==> src/rtl/indexed_ordered_list_engine_top_assert.svh <==
// assertion macros shared by the list engine modules
`ifndef INDEXED_ORDERED_LIST_ENGINE_TOP_ASSERT_SVH
`define INDEXED_ORDERED_LIST_ENGINE_TOP_ASSERT_SVH

`ifndef SYNTHESIS

// same-cycle implication
`define IOLE_ASSERT_IMPL(name, clk, rst, ante, cons) \
   name: assert property (@(posedge clk) disable iff (rst) (ante) |-> (cons)) \
      else $error("iole assertion failed");

// next-cycle implication
`define IOLE_ASSERT_NEXT(name, clk, rst, ante, cons) \
   name: assert property (@(posedge clk) disable iff (rst) (ante) |=> (cons)) \
      else $error("iole assertion failed");

`else

`define IOLE_ASSERT_IMPL(name, clk, rst, ante, cons)

`define IOLE_ASSERT_NEXT(name, clk, rst, ante, cons)

`endif

`endif

==> src/rtl/iole_pkg.sv <==
`default_nettype none

package iole_pkg;

   localparam int DEF_CAPACITY  = 64;
   localparam int DEF_DATA_BITS = 32;
   localparam int VALUE_BITS    = 32;
   localparam int OP_BITS       = 3;
   localparam int STATUS_BITS   = 2;

   typedef enum logic [OP_BITS-1:0] {
      OP_PUSH,
      OP_POP,
      OP_SHIFT,
      OP_UNSHIFT,
      OP_GET,
      OP_SET,
      OP_INSERT,
      OP_DELETE
   } op_type;

   typedef enum logic [STATUS_BITS-1:0] {
      ST_OK,
      ST_EMPTY,
      ST_RANGE,
      ST_FULL
   } status_type;

   // controller to datapath
   typedef struct packed {
      logic capture;
      logic check;
      logic step_rd;
      logic step_wr;
      logic finish;
      logic rsp_load;
   } iole_cmd_type;

   // datapath to controller
   typedef struct packed {
      logic err;
      logic loop_done;
   } iole_sts_type;

endpackage

`default_nettype wire

==> src/rtl/iole_if.sv <==
`default_nettype none

interface iole_req_if #(
   parameter int POS_BITS = $clog2(iole_pkg::DEF_CAPACITY)
);
   import iole_pkg::*;

   logic                          valid;
   logic                          ready;
   op_type                        op;
   logic [POS_BITS-1:0]           position;
   logic signed [VALUE_BITS-1:0]  value;

   modport source (output valid, output op, output position, output value, input ready);
   modport sink   (input valid, input op, input position, input value, output ready);
endinterface

interface iole_rsp_if #(
   parameter int CNT_BITS = $clog2(iole_pkg::DEF_CAPACITY + 1)
);
   import iole_pkg::*;

   logic                          valid;
   logic                          ready;
   logic signed [VALUE_BITS-1:0]  read_data;
   status_type                    status;
   logic [CNT_BITS-1:0]           entry_count;

   modport source (output valid, output read_data, output status, output entry_count,
                   input ready);
   modport sink   (input valid, input read_data, input status, input entry_count,
                   output ready);
endinterface

`default_nettype wire

==> src/rtl/iole_ctrl.sv <==
`default_nettype none

`include "indexed_ordered_list_engine_top_assert.svh"

module iole_ctrl (
   input  logic                  clock,
   input  logic                  reset,
   input  logic                  req_valid,
   output logic                  req_ready,
   output logic                  rsp_valid,
   input  logic                  rsp_ready,
   input  iole_pkg::iole_sts_type sts,
   output iole_pkg::iole_cmd_type cmd
);
   import iole_pkg::*;

   typedef enum logic [2:0] {
      S_IDLE,
      S_CHECK,
      S_MOVE,
      S_MOVE_WR,
      S_DONE
   } state_type;

   state_type state_ff;
   state_type state_in;
   logic      rsp_valid_ff;
   logic      rsp_valid_in;
   logic      slot_free;

   assign slot_free = !rsp_valid_ff || rsp_ready;
   assign req_ready = (state_ff == S_IDLE);
   assign rsp_valid = rsp_valid_ff;

   always_comb begin
      cmd          = '0;
      cmd.capture  = (state_ff == S_IDLE) && req_valid;
      cmd.check    = (state_ff == S_CHECK);
      cmd.step_rd  = (state_ff == S_MOVE) && !sts.loop_done;
      cmd.finish   = (state_ff == S_MOVE) && sts.loop_done;
      cmd.step_wr  = (state_ff == S_MOVE_WR);
      cmd.rsp_load = (state_ff == S_DONE) && slot_free;

      state_in = state_ff;
      unique case (state_ff)
         S_IDLE: begin
            if (req_valid) state_in = S_CHECK;
         end
         S_CHECK: begin
            state_in = sts.err ? S_DONE : S_MOVE;
         end
         S_MOVE: begin
            state_in = sts.loop_done ? S_DONE : S_MOVE_WR;
         end
         S_MOVE_WR: begin
            state_in = S_MOVE;
         end
         S_DONE: begin
            // wait here until the result register is free
            if (slot_free) state_in = S_IDLE;
         end
         default: begin
            state_in = S_IDLE;
         end
      endcase

      if (cmd.rsp_load) begin
         rsp_valid_in = 1'b1;
      end else if (rsp_ready) begin
         rsp_valid_in = 1'b0;
      end else begin
         rsp_valid_in = rsp_valid_ff;
      end
   end

   always_ff @(posedge clock) begin
      if (reset) begin
         state_ff     <= S_IDLE;
         rsp_valid_ff <= 1'b0;
      end else begin
         state_ff     <= state_in;
         rsp_valid_ff <= rsp_valid_in;
      end
   end

   `IOLE_ASSERT_NEXT(a_accept_to_check, clock, reset, req_valid && req_ready, state_ff == S_CHECK)
   `IOLE_ASSERT_IMPL(a_write_after_read, clock, reset, cmd.step_wr, $past(cmd.step_rd))
   `IOLE_ASSERT_IMPL(a_rsp_from_done, clock, reset, $rose(rsp_valid_ff), $past(state_ff == S_DONE))

endmodule

`default_nettype wire

==> src/rtl/iole_datapath.sv <==
`default_nettype none

`include "indexed_ordered_list_engine_top_assert.svh"

module iole_datapath #(
   parameter int CAPACITY  = iole_pkg::DEF_CAPACITY,
   parameter int DATA_BITS = iole_pkg::DEF_DATA_BITS,
   parameter int POS_BITS  = $clog2(CAPACITY),
   parameter int CNT_BITS  = $clog2(CAPACITY + 1)
) (
   input  logic                                 clock,
   input  logic                                 reset,
   input  iole_pkg::iole_cmd_type               cmd,
   output iole_pkg::iole_sts_type               sts,
   input  iole_pkg::op_type                     req_op,
   input  logic [POS_BITS-1:0]                  req_position,
   input  logic signed [iole_pkg::VALUE_BITS-1:0] req_value,
   output logic signed [iole_pkg::VALUE_BITS-1:0] rsp_read_data,
   output iole_pkg::status_type                 rsp_status,
   output logic [CNT_BITS-1:0]                  rsp_entry_count
);
   import iole_pkg::*;

   // entries are stored at most as wide as the value port; a wider DATA_BITS is clipped to it
   localparam int STORE_BITS = (DATA_BITS < VALUE_BITS) ? DATA_BITS : VALUE_BITS;

   typedef enum logic [1:0] {
      KIND_INSERT,
      KIND_DELETE,
      KIND_GET,
      KIND_SET
   } kind_type;

   logic [STORE_BITS-1:0]        mem [CAPACITY];
   logic [STORE_BITS-1:0]        rd_ff;

   op_type                       op_ff;
   logic [POS_BITS-1:0]          pos_ff;
   logic [STORE_BITS-1:0]        val_ff;
   logic [CNT_BITS-1:0]          count_ff;
   kind_type                     kind_ff;
   status_type                   status_ff;
   logic [CNT_BITS-1:0]          tgt_ff;
   logic [CNT_BITS-1:0]          idx_ff;
   logic [CNT_BITS-1:0]          idx_in;

   logic signed [VALUE_BITS-1:0] rsp_data_ff;
   status_type                   rsp_status_ff;
   logic [CNT_BITS-1:0]          rsp_count_ff;

   kind_type                     kind_dec;
   status_type                   st_dec;
   logic [CNT_BITS-1:0]          tgt_dec;
   logic [CNT_BITS-1:0]          pos_ext;
   logic                         full;
   logic                         empty;

   logic [CNT_BITS-1:0]          src_idx;
   logic                         mem_we;
   logic                         mem_re;
   logic [POS_BITS-1:0]          wr_addr;
   logic [POS_BITS-1:0]          rd_addr;
   logic [STORE_BITS-1:0]        wr_data;

   // request decode against the current count
   always_comb begin
      pos_ext  = CNT_BITS'(pos_ff);
      full     = (count_ff >= CNT_BITS'(CAPACITY));
      empty    = (count_ff == '0);
      kind_dec = KIND_GET;
      tgt_dec  = pos_ext;
      st_dec   = ST_OK;
      unique case (op_ff)
         OP_PUSH: begin
            kind_dec = KIND_INSERT;
            tgt_dec  = count_ff;
            st_dec   = full ? ST_FULL : ST_OK;
         end
         OP_POP: begin
            kind_dec = KIND_DELETE;
            tgt_dec  = count_ff - CNT_BITS'(1);
            st_dec   = empty ? ST_EMPTY : ST_OK;
         end
         OP_SHIFT: begin
            kind_dec = KIND_DELETE;
            tgt_dec  = '0;
            st_dec   = empty ? ST_EMPTY : ST_OK;
         end
         OP_UNSHIFT: begin
            kind_dec = KIND_INSERT;
            tgt_dec  = '0;
            st_dec   = full ? ST_FULL : ST_OK;
         end
         OP_GET: begin
            kind_dec = KIND_GET;
            st_dec   = (pos_ext >= count_ff) ? ST_RANGE : ST_OK;
         end
         OP_SET: begin
            kind_dec = KIND_SET;
            st_dec   = (pos_ext >= count_ff) ? ST_RANGE : ST_OK;
         end
         OP_INSERT: begin
            // range test takes priority over full
            kind_dec = KIND_INSERT;
            if (pos_ext > count_ff) begin
               st_dec = ST_RANGE;
            end else if (full) begin
               st_dec = ST_FULL;
            end else begin
               st_dec = ST_OK;
            end
         end
         OP_DELETE: begin
            kind_dec = KIND_DELETE;
            st_dec   = (pos_ext >= count_ff) ? ST_RANGE : ST_OK;
         end
         default: begin
            kind_dec = KIND_GET;
            st_dec   = ST_OK;
         end
      endcase
   end

   always_comb begin
      sts.err = (st_dec != ST_OK);
      case (kind_ff)
         KIND_INSERT: sts.loop_done = (idx_ff == tgt_ff);
         KIND_DELETE: sts.loop_done = ((idx_ff + CNT_BITS'(1)) == count_ff);
         default:     sts.loop_done = 1'b1;
      endcase
   end

   // insert walks down from the tail, delete walks up towards it
   always_comb begin
      if (kind_ff == KIND_INSERT) begin
         src_idx = idx_ff - CNT_BITS'(1);
      end else begin
         src_idx = idx_ff + CNT_BITS'(1);
      end

      if (cmd.check) begin
         idx_in = (kind_dec == KIND_INSERT) ? count_ff : tgt_dec;
      end else if (cmd.step_wr) begin
         idx_in = (kind_ff == KIND_INSERT) ? (idx_ff - CNT_BITS'(1))
                                           : (idx_ff + CNT_BITS'(1));
      end else begin
         idx_in = idx_ff;
      end

      mem_re  = cmd.step_rd || (cmd.finish && (kind_ff == KIND_GET));
      rd_addr = cmd.step_rd ? src_idx[POS_BITS-1:0] : tgt_ff[POS_BITS-1:0];

      mem_we  = cmd.step_wr || (cmd.finish && (kind_ff inside {KIND_INSERT, KIND_SET}));
      wr_addr = cmd.step_wr ? idx_ff[POS_BITS-1:0] : tgt_ff[POS_BITS-1:0];
      wr_data = cmd.step_wr ? rd_ff : val_ff;
   end

   always_ff @(posedge clock) begin
      if (mem_we) mem[wr_addr] <= wr_data;
      if (mem_re) rd_ff <= mem[rd_addr];
   end

   always_ff @(posedge clock) begin
      if (cmd.capture) begin
         op_ff  <= req_op;
         pos_ff <= req_position;
         val_ff <= req_value[STORE_BITS-1:0];
      end
      if (cmd.check) begin
         kind_ff   <= kind_dec;
         tgt_ff    <= tgt_dec;
         status_ff <= st_dec;
      end
      idx_ff <= idx_in;
      if (cmd.rsp_load) begin
         rsp_data_ff   <= ((kind_ff == KIND_GET) && (status_ff == ST_OK))
                          ? VALUE_BITS'($signed(rd_ff)) : '0;
         rsp_status_ff <= status_ff;
         rsp_count_ff  <= count_ff;
      end
   end

   always_ff @(posedge clock) begin
      if (reset) begin
         count_ff <= '0;
      end else if (cmd.finish) begin
         if (kind_ff == KIND_INSERT) begin
            count_ff <= count_ff + CNT_BITS'(1);
         end else if (kind_ff == KIND_DELETE) begin
            count_ff <= count_ff - CNT_BITS'(1);
         end
      end
   end

   assign rsp_read_data   = rsp_data_ff;
   assign rsp_status      = rsp_status_ff;
   assign rsp_entry_count = rsp_count_ff;

   `IOLE_ASSERT_IMPL(a_count_bound, clock, reset, 1'b1, count_ff <= CNT_BITS'(CAPACITY))
   `IOLE_ASSERT_NEXT(a_insert_grows, clock, reset,
                     cmd.finish && (kind_ff == KIND_INSERT),
                     count_ff == ($past(count_ff) + CNT_BITS'(1)))
   `IOLE_ASSERT_NEXT(a_delete_shrinks, clock, reset,
                     cmd.finish && (kind_ff == KIND_DELETE),
                     count_ff == ($past(count_ff) - CNT_BITS'(1)))

endmodule

`default_nettype wire

==> src/rtl/indexed_ordered_list_engine_top.sv <==
`default_nettype none

// channel   direction   handshake     payload
// req_if    in          valid/ready   op, position, value
// rsp_if    out         valid/ready   read_data, status, entry_count
//
// a rejected request goes straight from the check to the result; for insert,
// delete, shift and unshift each of the n entries moved (at most CAPACITY-1)
// costs one read and one write on the entry memory
// reset clears the count; the entry memory is not cleared
// the result register holds while rsp_if.ready is low, and a new request is
// still taken meanwhile, its result waiting until the register frees up

module indexed_ordered_list_engine_top #(
   parameter int CAPACITY  = iole_pkg::DEF_CAPACITY,
   parameter int DATA_BITS = iole_pkg::DEF_DATA_BITS
) (
   input  logic              clock,
   input  logic              reset,
   iole_req_if.sink          req_if,
   iole_rsp_if.source        rsp_if
);
   import iole_pkg::*;

   localparam int POS_BITS = $clog2(CAPACITY);
   localparam int CNT_BITS = $clog2(CAPACITY + 1);

   iole_cmd_type cmd;
   iole_sts_type sts;

   iole_ctrl u_ctrl (
      .clock     (clock),
      .reset     (reset),
      .req_valid (req_if.valid),
      .req_ready (req_if.ready),
      .rsp_valid (rsp_if.valid),
      .rsp_ready (rsp_if.ready),
      .sts       (sts),
      .cmd       (cmd)
   );

   iole_datapath #(
      .CAPACITY  (CAPACITY),
      .DATA_BITS (DATA_BITS),
      .POS_BITS  (POS_BITS),
      .CNT_BITS  (CNT_BITS)
   ) u_datapath (
      .clock           (clock),
      .reset           (reset),
      .cmd             (cmd),
      .sts             (sts),
      .req_op          (req_if.op),
      .req_position    (req_if.position),
      .req_value       (req_if.value),
      .rsp_read_data   (rsp_if.read_data),
      .rsp_status      (rsp_if.status),
      .rsp_entry_count (rsp_if.entry_count)
   );

endmodule

`default_nettype wire
==> src/flat_wrapper.sv <==
// flat-port wrapper written by rule: the top's interface ports become plain ports
module indexed_ordered_list_engine_top_flat import iole_pkg::*;
#(
   parameter int CAPACITY  = iole_pkg::DEF_CAPACITY,
   parameter int DATA_BITS = iole_pkg::DEF_DATA_BITS
)
  (clock, reset, req_if_valid, req_if_op, req_if_position, req_if_value, req_if_ready, rsp_if_valid, rsp_if_read_data, rsp_if_status, rsp_if_entry_count, rsp_if_ready);
  iole_req_if req_if_i ();
  iole_rsp_if rsp_if_i ();
  input  logic clock;
  input  logic reset;
  input wire logic [$bits(req_if_i.valid)-1:0] req_if_valid;
  input wire logic [$bits(req_if_i.op)-1:0] req_if_op;
  input wire logic [$bits(req_if_i.position)-1:0] req_if_position;
  input wire logic [$bits(req_if_i.value)-1:0] req_if_value;
  output wire logic [$bits(req_if_i.ready)-1:0] req_if_ready;
  output wire logic [$bits(rsp_if_i.valid)-1:0] rsp_if_valid;
  output wire logic [$bits(rsp_if_i.read_data)-1:0] rsp_if_read_data;
  output wire logic [$bits(rsp_if_i.status)-1:0] rsp_if_status;
  output wire logic [$bits(rsp_if_i.entry_count)-1:0] rsp_if_entry_count;
  input wire logic [$bits(rsp_if_i.ready)-1:0] rsp_if_ready;
  assign req_if_i.valid = req_if_valid;
  assign req_if_i.op = req_if_op;
  assign req_if_i.position = req_if_position;
  assign req_if_i.value = req_if_value;
  assign req_if_ready = req_if_i.ready;
  assign rsp_if_valid = rsp_if_i.valid;
  assign rsp_if_read_data = rsp_if_i.read_data;
  assign rsp_if_status = rsp_if_i.status;
  assign rsp_if_entry_count = rsp_if_i.entry_count;
  assign rsp_if_i.ready = rsp_if_ready;
  indexed_ordered_list_engine_top #(.CAPACITY(CAPACITY), .DATA_BITS(DATA_BITS)) u_core (.clock(clock), .reset(reset), .req_if(req_if_i), .rsp_if(rsp_if_i));
endmodule
==> config.mk <==
export PLATFORM = sky130hd
export DESIGN_NAME = indexed_ordered_list_engine_top_flat
export DESIGN_NICKNAME = d
export VERILOG_FILES = /design/src/rtl/iole_pkg.sv /design/src/rtl/iole_if.sv /design/src/rtl/iole_ctrl.sv /design/src/rtl/iole_datapath.sv /design/src/rtl/indexed_ordered_list_engine_top.sv /design/src/flat_wrapper.sv
export VERILOG_INCLUDE_DIRS = /design/src /design/src/rtl
export SDC_FILE = /design/constraint.sdc
export NUM_CORES = 2
export LEC_CHECK = 0
export BUFFER_PORTS_ARGS = -buffer_cell sky130_fd_sc_hd__buf_2
export CELL_PAD_IN_SITES_DETAIL_PLACEMENT = 0
export CELL_PAD_IN_SITES_GLOBAL_PLACEMENT = 2
export CORE_UTILIZATION = 40
export CTS_BUF_LIST = sky130_fd_sc_hd__clkbuf_4
export CTS_CLUSTER_SIZE = 10
export DETAILED_ROUTE_END_ITERATION = 8
export MAX_ROUTING_LAYER = met4
export PLACE_DENSITY = 0.73
export RECOVER_POWER = 25
export SYNTH_ARGS = -nofsm -noshare
export SYNTH_HDL_FRONTEND = slang
export SYNTH_HIERARCHICAL = 1
export SYNTH_SLANG_ARGS = --single-unit
==> constraint.sdc <==
create_clock -name clock -period 9.15 [get_ports clock]
set_clock_uncertainty 0.2 [all_clocks]
set_input_delay 0 -clock clock [delete_from_list [all_inputs] [get_ports clock]]
set_output_delay 0 -clock clock [all_outputs]
set_load 0.02 [all_outputs]
**Word level (Yosys, flattened, before mapping)**

Memories as Yosys holds them, arrays and structs flattened. A register that Yosys moved wholly into a read port is not among the register bits.
Cells that the tools add are included.

- Bitwise operators: 0
- $lt $le $gt $ge: 3
- Eq/ne operators: 18
- Muxes and demuxes: 26
- Reductions and logical operators: 31
- Div/mod/pow operators: 0
- Add/sub/neg operators: 4
- Multiply operators: 0
- Shift-type cells: 0

Operators by type and width:

| operator | count |
|---|---|
| two-way mux 7 bit | 6 |
| two-way mux 32 bit | 1 |
| one-hot mux 7 bit (3 select lines) | 1 |
| one-hot mux 2 bit (4 select lines) | 2 |
| == test 3 bit, second input constant | 5 |
| one-hot mux 3 bit (5 select lines) | 1 |
| adder 7 x 1 -> 7 bit, second input constant | 2 |
| == test 7 bit | 2 |
| subtractor 7 x 1 -> 7 bit, second input constant | 2 |
| == test 3 x 2 -> 1 bit, second input constant | 4 |
| two-way mux 3 bit | 4 |
| two-way mux 6 bit | 2 |
| nonzero test 2 bit | 5 |
| OR reduction 3 bit | 3 |
| >= comparator 6 x 7 -> 1 bit | 1 |
| >= comparator 7 bit, second input constant | 1 |
| greater-than comparator 6 x 7 -> 1 bit | 1 |
| logical AND 1 bit | 7 |
| logical NOT 7 bit | 1 |
| == test 3 x 1 -> 1 bit, second input constant | 2 |
| logical NOT 2 bit | 3 |
| logical NOT 3 bit | 2 |
| two-way mux 2 bit | 3 |
| OR reduction 2 bit | 3 |
| 8 further kinds | 18 |

- Output and inout bits: 43
- Register bits after elaboration: 111
- Latch bits: 0
- RAM bits: 2048
- Memories kept: 1
- ROM bits: 0
- Logic and storage cells: 96

Memory list:

| memory | depth | width | rd ports | clocked after memory_dff | write ports | line | RTL |
|---|---|---|---|---|---|---|---|
| u_core.u_datapath.mem | 64 | 32 | 1 | 1 | 1 | iole_datapath.sv:34 | `logic [STORE_BITS-1:0] mem [CAPACITY];` |

**Logic depth before layout (Yosys ltp)**

- Word-level depth: 8
- Gate-level depth with buffers: 23
- Depth with buffers taken out: 16

**Cells and area by module**

The synthesis kept the hierarchy.

Modules (own cells, without submodules):

| module | cells each | times used | sequential area each (µm²) | area each (µm²) |
|---|---|---|---|---|
| iole_datapath | 5004 | 1 | 65602.9 | 85763.5 |
| iole_ctrl | 30 | 1 | 80.1 | 224.0 |

**Least setup slack after synthesis**

No wires, ideal clock.

- Path type: register to register
- Start point: register u_core.u_datapath.idx_ff[2]
- End point: register u_core.u_datapath.rd_ff[20] (read register of u_core.u_datapath.mem), data pin
- Required time: 8.678 ns
- Setup slack: 4.497 ns
- Cell stages (with the launch flop): 21
- Library setup time: 0.272 ns
- Arrival: 4.181 ns
- Path through: edfxtp_1 > buf_2 > buf_1 > nand3_1 > nor2_1 > a211oi_1 > a211oi_1 > a21o_1 > o2111ai_1 > o221ai_1 > nand3b_1 > inv_1 > or2_2 > clkbuf_1 > nand2_1 > buf_2 > buf_1 > mux4_2 > mux2i_1 > o22ai_1 > or4_1

RTL lines:

| what | line | RTL |
|---|---|---|
| from (decl) | iole_datapath.sv:44 | `logic [CNT_BITS-1:0] idx_ff;` |
| from (signal assigned) | iole_datapath.sv:174 | `idx_ff <= idx_in;` |
| to (decl) | iole_datapath.sv:35 | `logic [STORE_BITS-1:0] rd_ff;` |

==> results.py <==
metrics = {
    "run_status": {
        "status": "finished with violations",
        "violations": "max-capacitance violations, max-slew violations",
    },
    "critical_path": {
        "crit_path_end_kind": "flip-flop",
        "crit_type": "flip-flop to flip-flop",
        "cp_top_family": "simple AND/OR/NAND/NOR gates",
        "crit_path_top_delay_cell": "nor4_1",
        "rr_worst_depth": 18,
        "r2r_end": "u_core/u_datapath/rd_ff[20]",
        "cp_max_fo": 152,
        "reg2reg_slack_ns": 1.04,
        "critical_path_arrival_ns": 9.10,
        "slowest_delay_ns": 1.19,
        "cp_cell_sequence": "ha_1 > and2_0 > nor2b_1 > o31ai_1 > o22ai_1 > o2111ai_1 > o221ai_1 > nand3b_1 > inv_1 > nand2_4 > nand2_4 > buf_12 > buf_12 > a2111oi_0 > a31oi_1 > o22ai_1 > nor4_1 > or4_1",
        "startpoint_type": "flip-flop",
        "crit_buf_inv": 3,
        "r2r_start": "u_core/u_datapath/idx_ff[0]",
        "worst_ep_required_time_ns": 10.13,
    },
    "final_layout": {
        "fillers": 18395,
        "syn_to_final_growth_pct": 14.9,
        "drive_gt1_share_pct": 24.0,
        "nets": 5714,
        "fin_area_mm2": 0.0988,
        "final_common_cell": "edfxtp_1",
        "final_cell_mix": "2180 x edfxtp_1, 846 x clkbuf_4, 668 x nand2_1",
    },
    "synthesis": {
        "synthCells": 5034,
        "avgSynthCellArea_um2": 17.1,
        "synth_edf_count": 2180,
        "synth_ff_type": "edfxtp_1",
        "synth_area_mm2": 0.0860,
        "ys_seq_elements": 2191,
        "synth-seq-area-share_pct": 76.4,
        "synth_fp_nets": 5092,
        "async_reset_ff_share_pct": 0,
        "synth_warnings": 6,
        "ys_types": 65,
    },
    "placement": {
        "dp_hpwl_um": 132000,
        "portBuffers": 87,
        "gp_congestion": 0.820,
        "place_ws_ns": 1.34,
        "placed_area_mm2": 0.0906,
    },
    "route": {
        "drt-total-wl_um": 261000,
        "via_per_inst": 5.83,
        "drt_iter0_markers": 6109,
        "routedWlPerCell_um": 29.5,
        "first_pass_iters": 6,
        "via_count": 51561,
        "ant_nets": 0,
        "drcViolationCount": 0,
    },
    "floorplan": {
        "dieArea_mm2": 0.217,
        "start_util_pct": 40.4,
        "placementRows": 169,
        "io_pins": 88,
        "design.core.area_mm2": 0.213,
        "die_w_um": 466,
        "die_h_um": 466,
    },
    "cts": {
        "numCtsBuffers": 588,
        "clkTransAtPathRegs_ns": 0.06,
        "htreeDepth": 6,
        "cts-root-buf": "clkbuf_4",
        "clk_path_buf_depth": 4,
        "cts_tree": "done",
        "clock_latency_ns": 1.38,
        "clock-sinks": 2191,
    },
    "timing": {
        "final.setup.tns_ns": 0,
        "finalHoldViolCount": 0,
        "grt_setup_unrepaired": "false",
        "max_slew_margin_pct": -143,
        "slew_viol_final": 1190,
        "setup_viol": 0,
        "worst_pin_slew_ns": 3.65,
        "fin_ws_ns": 1.04,
        "period_share_pct": 88.7,
        "min_period_ns": 8.11,
        "fmax_mhz": 123,
    },
    "global_route": {
        "grt_antenna_before_repair": 24,
        "grtUsageTotal_pct": 24.5,
        "grt_pass1_wl_um": 369000,
        "grt_pass1_vias": 50825,
        "overflow": 0,
        "grt_max_degree": 175,
    },
    "power_and_ir_drop": {
        "p_int_mw": 16.2,
        "switching_power_mw": 5.27,
        "swShare_pct": 24.5,
        "pwr-share-comb_pct": 9.0,
        "p_leak_nw": 32.7,
        "vdd_drop_max_mv": 0.100,
        "seqPwrFrac_pct": 52.5,
        "p_per_area_mw_per_mm2": 218,
        "pwr-share-clk_pct": 38.6,
    },
    "run": {
        "cap_viol_max_count": 21,
    },
    "worst_hold_path": {
        "hp-class": "input port to flip-flop",
        "hold_depth": 4,
        "min_from": "req_if_value[8]",
        "hold_end": "u_core/u_datapath/val_ff[8]",
    },
}
synthesized netlist by cell type, types with 36 or more instances:
| library cell | count | area share, % |
|---|---|---|
| a2111oi_0 | 127 | 1.3 |
| buf_2 | 62 | 0.36 |
| a31oi_1 | 204 | 1.5 |
| and3_1 | 205 | 1.5 |
| nor2_1 | 88 | 0.38 |
| edfxtp_1 | 2180 | 76 |
| mux4_2 | 256 | 6.7 |
| a211oi_1 | 78 | 0.68 |
| a21oi_1 | 70 | 0.41 |
| clkbuf_1 | 264 | 1.2 |
| nor3_1 | 50 | 0.29 |
| mux2i_1 | 139 | 1.6 |
| o22ai_1 | 167 | 1.2 |
| nand2_1 | 672 | 2.9 |
| nand3_1 | 122 | 0.71 |
| mux2_2 | 36 | 0.47 |
cell type report:
class / instances / area [um^2] / share of cell area (%)
Antenna cell: 15 / 37.5 / 0.0380
Clock inverter: 100 / 573 / 0.580
Multi-Input combinational cell: 2463 / 19400 / 19.7
Tap cell: 2821 / 3530 / 3.57
Timing Repair Buffer: 393 / 3120 / 3.16
Sequential cell: 2191 / 65700 / 66.5
Clock buffer: 845 / 6340 / 6.42
Inverter: 19 / 71.3 / 0.0722
how the worst max path moves through the flow:
| stage | startpoint | endpoint | slack [ns] | cells after the start |
|---|---|---|---|---|
| 2_1_floorplan | u_core/u_datapath/idx_ff[2] | u_core/u_datapath/rd_ff[20] | 4.50 | 20 |
| 3_3_place_gp | u_core/u_datapath/idx_ff[0] | u_core/u_datapath/rd_ff[27] | 1.20 | 18 |
| 3_5_place_dp | u_core/u_datapath/idx_ff[0] | u_core/u_datapath/rd_ff[16] | 1.34 | 18 |
| 4_1_cts | u_core/u_datapath/idx_ff[0] | u_core/u_datapath/rd_ff[10] | 1.35 | 18 |
| 5_1_grt | u_core/u_datapath/idx_ff[0] | u_core/u_datapath/rd_ff[20] | 0.82 | 18 |
| 6_report | u_core/u_datapath/idx_ff[0] | u_core/u_datapath/rd_ff[20] | 1.04 | 18 |
state kept, by name, indices dropped and copies added, names as in the netlist:
register                           cells
u_core/u_datapath/pos_ff               6
u_core/u_ctrl/state_ff                 3
u_core/u_datapath/status_ff            2
u_core/u_datapath/count_ff             7
u_core/u_datapath/mem               2048
u_core/u_datapath/rsp_read_data       32
u_core/u_datapath/tgt_ff               7
u_core/u_datapath/rsp_status           2
u_core/u_datapath/rd_ff               32
u_core/u_datapath/val_ff              32
u_core/u_datapath/rsp_entry_count      7
u_core/u_datapath/kind_ff              2
u_core/u_datapath/idx_ff               7
u_core/u_datapath/op_ff                3
u_core/u_ctrl/rsp_valid                1
worst register-to-register path: cells and delay by family (launching register included):
| family | cells | cell delay (ns) |
|---|---|---|
| compound gates | 7 | 1.70 |
| fa+ha+maj | 1 | 0.38 |
| buf+inv | 3 | 1.60 |
| flops | 1 | 0.63 |
| simple gates | 7 | 3.46 |
power groups by stage:
| stage | sequential (mW) | clock, mW | combinational, mW |
|---|---|---|---|
| 3_5_place_dp | 11.5 | 0 | 1.88 |
| 6_report | 11.3 | 8.30 | 1.93 |
| 2_1_floorplan | 11.5 | 0 | 1.16 |
| 5_1_grt | 11.3 | 9.00 | 2.05 |
| 3_3_place_gp | 11.5 | 0 | 1.86 |
| 4_1_cts | 11.3 | 8.50 | 1.92 |
per-layer routing:
metal  wire length, um  GRT usage, %
met5                 0             -
met2            122000          37.2
met3             22700          4.61
met1            108000          33.1
met4              8550          8.84
logic make-up (layout without fill, tap and decap cells):
| logic type | after synthesis | count (layout) | synth area share, % |
|---|---|---|---|
| flops | 2191 | 2191 | 76.4 |
| simple gates | 1285 | 1285 | 6.99 |
| compound gates | 703 | 703 | 5.55 |
| mux | 431 | 431 | 8.79 |
| buf+inv | 380 | 1357 | 1.77 |
| xor+xnor | 31 | 31 | 0.316 |
| fa+ha+maj | 13 | 13 | 0.189 |
| other cells | 0 | 15 | 0 |
what timing repair did:
item / in CTS / in global routing
resized for setup: 0 / 0
setup buffers: 0 / 0
hold buffers: 133 / 0
endpoints found under the hold margin: 134 / 0
through the flow:
step           cells  power (mW)  hold slack, ns  util [%]
5_1_grt         8843        22.3           0.139      46.4
2_1_floorplan   5034        12.6          -0.131         -
4_1_cts         8831        21.7          0.0538      46.4
3_3_place_gp    7753        13.3         -0.0202      42.6
3_5_place_dp    7753        13.4         -0.0211      42.6
6_report        8847        21.5           0.195      46.4
Power figures use the tool's default switching activity.
